<file path="src/hdl/srwq_pkg.sv">
// Package for the sequenced ring index with window query.
// Holds opcodes, field widths, the walk FSM type and the cell types.
// No dependencies.
package srwq_pkg;

    localparam int SEQ_W            = 48;
    localparam int TS_W             = 48;
    localparam int IN_PL_W          = 32;
    localparam int CAPACITY_DEF     = 64;
    localparam int PAYLOAD_BITS_DEF = 32;

    localparam logic [1:0] OP_APPEND = 2'd0;
    localparam logic [1:0] OP_READ   = 2'd1;
    localparam logic [1:0] OP_SNAP   = 2'd2;
    localparam logic [1:0] OP_CLEAR  = 2'd3;

    typedef enum logic [1:0] {
        S_IDLE,
        S_READ,
        S_SCAN,
        S_DRAIN
    } t_state;

    typedef struct packed {
        logic                    v;
        logic signed [TS_W-1:0]  ts;
        logic [SEQ_W-1:0]        seq;
    } t_ent;

    typedef struct packed {
        logic ins;
        logic shift;
    } t_cell_ctl;

endpackage

</file>
<file path="src/hdl/srwq_cell.sv">
// One sorting cell of the insertion chain: holds one matching entry.
// Depends on srwq_pkg.
module srwq_cell #(
    parameter int PAYLOAD_BITS = srwq_pkg::PAYLOAD_BITS_DEF
) (
    input  logic                     i_clk,
    input  logic                     i_rst_n,
    input  srwq_pkg::t_cell_ctl      i_ctl,
    input  srwq_pkg::t_ent           i_new,
    input  logic [PAYLOAD_BITS-1:0]  i_new_pl,
    input  srwq_pkg::t_ent           i_prev,
    input  logic [PAYLOAD_BITS-1:0]  i_prev_pl,
    input  logic                     i_prev_before,
    input  srwq_pkg::t_ent           i_next,
    input  logic [PAYLOAD_BITS-1:0]  i_next_pl,
    output srwq_pkg::t_ent           o_ent,
    output logic [PAYLOAD_BITS-1:0]  o_pl,
    output logic                     o_before
);
    import srwq_pkg::*;

    t_ent                    r_ent, n_ent;
    logic [PAYLOAD_BITS-1:0] r_pl, n_pl;

    assign o_before = !r_ent.v || (i_new.ts < r_ent.ts);
    assign o_ent    = r_ent;
    assign o_pl     = r_pl;

    always_comb begin
        n_ent = r_ent;
        n_pl  = r_pl;
        if (i_ctl.shift) begin
            n_ent = i_next;
            n_pl  = i_next_pl;
        end else if (i_ctl.ins && o_before) begin
            if (i_prev_before) begin
                n_ent = i_prev;
                n_pl  = i_prev_pl;
            end else begin
                n_ent = i_new;
                n_pl  = i_new_pl;
            end
        end
    end

    always_ff @(posedge i_clk) begin
        if (!i_rst_n) begin
            r_ent.v <= 1'b0;
        end else begin
            r_ent.v <= n_ent.v;
        end
        r_ent.ts  <= n_ent.ts;
        r_ent.seq <= n_ent.seq;
        r_pl      <= n_pl;
    end

endmodule

</file>
<file path="config.mk">
export PLATFORM = sky130hd
export DESIGN_NAME = srwq_cell
export DESIGN_NICKNAME = d
export VERILOG_FILES = /design/src/hdl/srwq_pkg.sv /design/src/hdl/srwq_cell.sv
export SDC_FILE = /design/constraint.sdc
export NUM_CORES = 1
export LEC_CHECK = 0
export BUFFER_PORTS_ARGS = -buffer_cell sky130_fd_sc_hd__buf_2
export CORE_AREA = 2 2 204 206
export CTS_CLUSTER_DIAMETER = 60
export DETAILED_ROUTE_END_ITERATION = 12
export DIE_AREA = 0 0 206 208
export PLACE_DENSITY = 0.45
export SYNTH_ARGS = -nofsm -noshare
export SYNTH_HDL_FRONTEND = slang
export SYNTH_SLANG_ARGS = --single-unit
export TNS_END_PERCENT = 100
</file>
<file path="constraint.sdc">
create_clock -name i_clk -period 9.33 [get_ports i_clk]
set_input_delay 0.4665 -clock i_clk [delete_from_list [all_inputs] [get_ports i_clk]]
set_output_delay 0.4665 -clock i_clk [all_outputs]
set_load 0.005 [all_outputs]
</file>
-- Word level (Yosys, flattened, before mapping)
Cells that the tools add are included.
- input port bits: 392
- logic and storage cells: 15
- output and inout bits: 130
- bits in registers: 129
- muxes and demuxes: 6
- $lt $le $gt $ge: 1
- reduce and logical (&&, ||, !) cells: 4
- operators with widths (cell ; count):
    $mux 97 ; 3
    $mux 32 ; 3
    $lt 48x48->1 ; 1
    $reduce_bool 2->1 ; 1
    $logic_and 1x1->1 ; 1
    $logic_not 1->1 ; 1
    $logic_or 1x1->1 ; 1

-- Logic depth before layout (Yosys ltp)
- word-level depth: 5
- depth in mapped cells: 9
- gate-level depth less buffers: 8

-- Least setup slack after synthesis
OpenSTA, ideal clock, no wires.
- path kind: in2reg
- from: in i_new[95] (netlist name)
- to: reg r_ent, in the netlist o_ent[0] (enable)
- buffers on the path: 1
- cell stages on the path: 8
- required time: 8.822 ns
- path slack: 3.787 ns
- setup time: 0.508 ns
- arrival time: 5.036 ns
- path through: ha_1 > buf_4 > nand4_4 > nor4_1 > inv_1 > o211ai_1 > or3_1 > o221a_1
- word-level cells in the longest chain between the ends: 4
- ends and longest elaborated chain (element ; RTL line ; RTL):
    from (decl) ; srwq_cell.sv:9 ; input srwq_pkg::t_ent i_new,
    $lt 48x48->1 ; srwq_cell.sv:25 ; assign o_before = !r_ent.v || (i_new.ts < r_ent.ts);
    $logic_or 1x1->1 ; srwq_cell.sv:25 ;
    $logic_and 1x1->1 ; srwq_cell.sv:35 ; end else if (i_ctl.ins && o_before) begin
    $reduce_bool 2->1 (no line) ; - ;
    to (decl) ; srwq_cell.sv:22 ; t_ent r_ent, n_ent;
Every way passes these cells.
A chain may end at the register's enable or synchronous reset.

-- Final worst setup path
- from: reg r_ent, in the netlist o_ent[95]
- to: reg r_ent, in the netlist o_ent[23] (enable)
- word-level cells in the longest chain between the ends: 4
- ends and longest elaborated chain (element ; RTL line):
    $lt 48x48->1 ; srwq_cell.sv:25
    $logic_or 1x1->1 ; srwq_cell.sv:25
    $logic_and 1x1->1 ; srwq_cell.sv:35
    $reduce_bool 2->1 (no line) ; -
Every way passes these cells.

==> reports/results.ini <==
[yosys]
ys_async_sr_fraction_pct=0
synth_area_per_cell_um2=10.4
synthTopCellsByArea=edfxtp_1 49%, mux2i_1 17%, o21ai_0 8.9%
yosysSeqAreaShare_pct=49.6
synth_nets=1186
yosys.cell_count.top_type=nand2_1
netlist.area_leader.share_pct=49.3
yosys_most_used_dff=edfxtp_1
synth_warnings=0
synth.ff_latch_count=129
synth.distinct_cells=39
ys_top_cells_by_count=139 x nand2_1, 138 x o21ai_0, 129 x mux2i_1
mappedNetlistArea_um2=7790
synth_edf_count=128
synth_cells=747
yosys.area.top_type=edfxtp_1

[clock_network]
cts_setup_buffers=0
cts.sinks=129
ctsHoldBuffers=0
clk_pin_slew_ns=0.06
root_buffer=clkbuf_16
post_cts_resized=0
ctsHtreeMaxLevel=4
insertion_delay_ns=0.43
numCtsBuffers=17
clk_path_buf_depth=2
cts_tree=done

[run_status]
status=complete, no violations

[finish]
fin_nets=1687
fillCellCount=4313
seqCellArea_um2=3860
fin_area_um2=11500
multi_input_area_um2=3560
drive_above_1_share_pct=44.5
final_cells=1794
syn2layout_area_growth_pct=47.8

[grt]
grt_first_pass_wirelength_mm=40.7
grt_pass1_vias=7239
grt_usage_pct=12.8
globalRouteOverflowTotal=0
grt_max_degree=102
grt_antenna_before_repair=0

[timing]
slew_violations=0
rsz0062_at_grt=false
worst_pin_slew_ns=1.06
fin_crit_sh_pct=47.7
layout_min_cycle_time_ns=4.45
setup_violations=0
fmax_mhz=225
fin_ws_ns=4.88
max_slew_margin_pct=29.5
skew_ns=0.00982
setup_tns_ns=0
finalHoldViolations=0

[flow_run]
cap_violations=0

[floorplanning]
die_area_um2=42800
ioPinCount=522
die_y_um=208
start_util_pct=19.2
core_area_um2=40600
num_rows=74
die_w_um=206

[power_and_ir_drop]
total_power_uw=1820
peakVddDrop_uv=113
power_density_nw_per_um2=158
leakagePower_uw=0.00568

[drt]
vias_per_cell=4.04
vias=7252
ant_nets=0
drt_wl_total_mm=28.2
first_pass_iters=4
detail_route.iter0.violations=266
drc_errors=0
wl_per_cell_um=15.7

[placed_design]
io_buffers=521
place_ws_ns=4.55
gp_congestion=0.883
placed_cells=1761
placed_area_um2=10900
dp_hpwl_mm=23.0

[worst_setup_path]
worstPathArrival_ns=4.51
cp.required_ns=9.39
worst-path-max-fanout=70
end_kind=flop
worstSetupPathType=reg2reg
critPathLaunchType=flop

[worst_hold_path]
hold_path_class=in2reg

## per-stage QoR
| stage | hold WS, ns | util (%) |
|---|---|---|
| after CTS | 0.274 | 28.4 |
| after floorplan | 0.607 | - |
| final | 0.311 | 28.4 |
| after global routing | 0.278 | 28.4 |
| after detailed placement | 0.750 | 27.0 |
| after global placement | 0.746 | 27.0 |
## flip-flops by register name, indices dropped and copies added, names as in the netlist
register,flops
o_pl,32
o_ent,97
## placed cells by master, fill, tap and decap left out, types with 3 or more instances in the layout
master,synthesis,final
nand2_1,139,139
nor3_1,6,6
buf_2,12,519
a21oi_1,21,21
buf_4,1,6
nor4_1,3,3
mux2i_1,129,129
clkinv_4,0,3
edfxtp_1,128,128
clkinv_1,0,3
clkbuf_16,0,17
nand3_1,3,3
inv_1,51,51
o21ai_0,138,138
nand4_1,7,7
ha_1,47,47
## routing by layer
metal	part of all wire [%]	vias up	track usage (%)
li1	-	3712	-
met1	39	3218	14.0
met2	51	298	22.9
met3	8.5	24	4.64
met4	1.6	0	3.74
met5	0	-	0
## worst paths after layout
kind / to / cells after the start / startpoint / slack [ns]
max reg2reg: o_ent[23] / 10 / o_ent[95] / 4.88
min: o_pl[14] / 3 / i_next_pl[14] / 0.31
min reg2reg: o_ent[96] / 3 / o_ent[96] / 0.78
max: o_ent[23] / 10 / o_ent[95] / 4.88
## worst max-delay path, stage by stage, from the launching register on
cell and delay (ns):
edfxtp_1 0.34, inv_1 0.05, ha_1 0.48, nand4_4 0.15
nor4_1 0.63, nand3_1 0.14, a31oi_1 0.39, or3_1 0.19
o221a_4 0.18, buf_4 0.63, buf_4 0.84
## logic make-up after synthesis
group / Yosys count / synth area share (%)
AO/OA/AOI/OAI: 174 / 11.9
multiplexers: 129 / 16.6
flip-flops: 129 / 49.6
AND/OR/NAND/NOR: 172 / 9.49
adder cells (fa/ha/maj): 47 / 7.55
buffers and inverters: 96 / 4.87
## report_power, final
group          switching [µW]  total [µW]  internal (µW)
Combinational             218         404            186
Sequential               24.6         755            730
Clock                     267         658            391
Total                     509        1820           1310
## cell type report
cell class                      count  area share (%)
Tap cell                          532            5.78
Antenna cell                        1          0.0217
Inverter                           51            1.66
Multi-Input combinational cell    522            30.9
Clock buffer                       18            3.73
Clock inverter                     14            1.22
Sequential cell                   129            33.6
Timing Repair Buffer              527            23.1
Note: power is estimated with default switching activity, not from simulation.
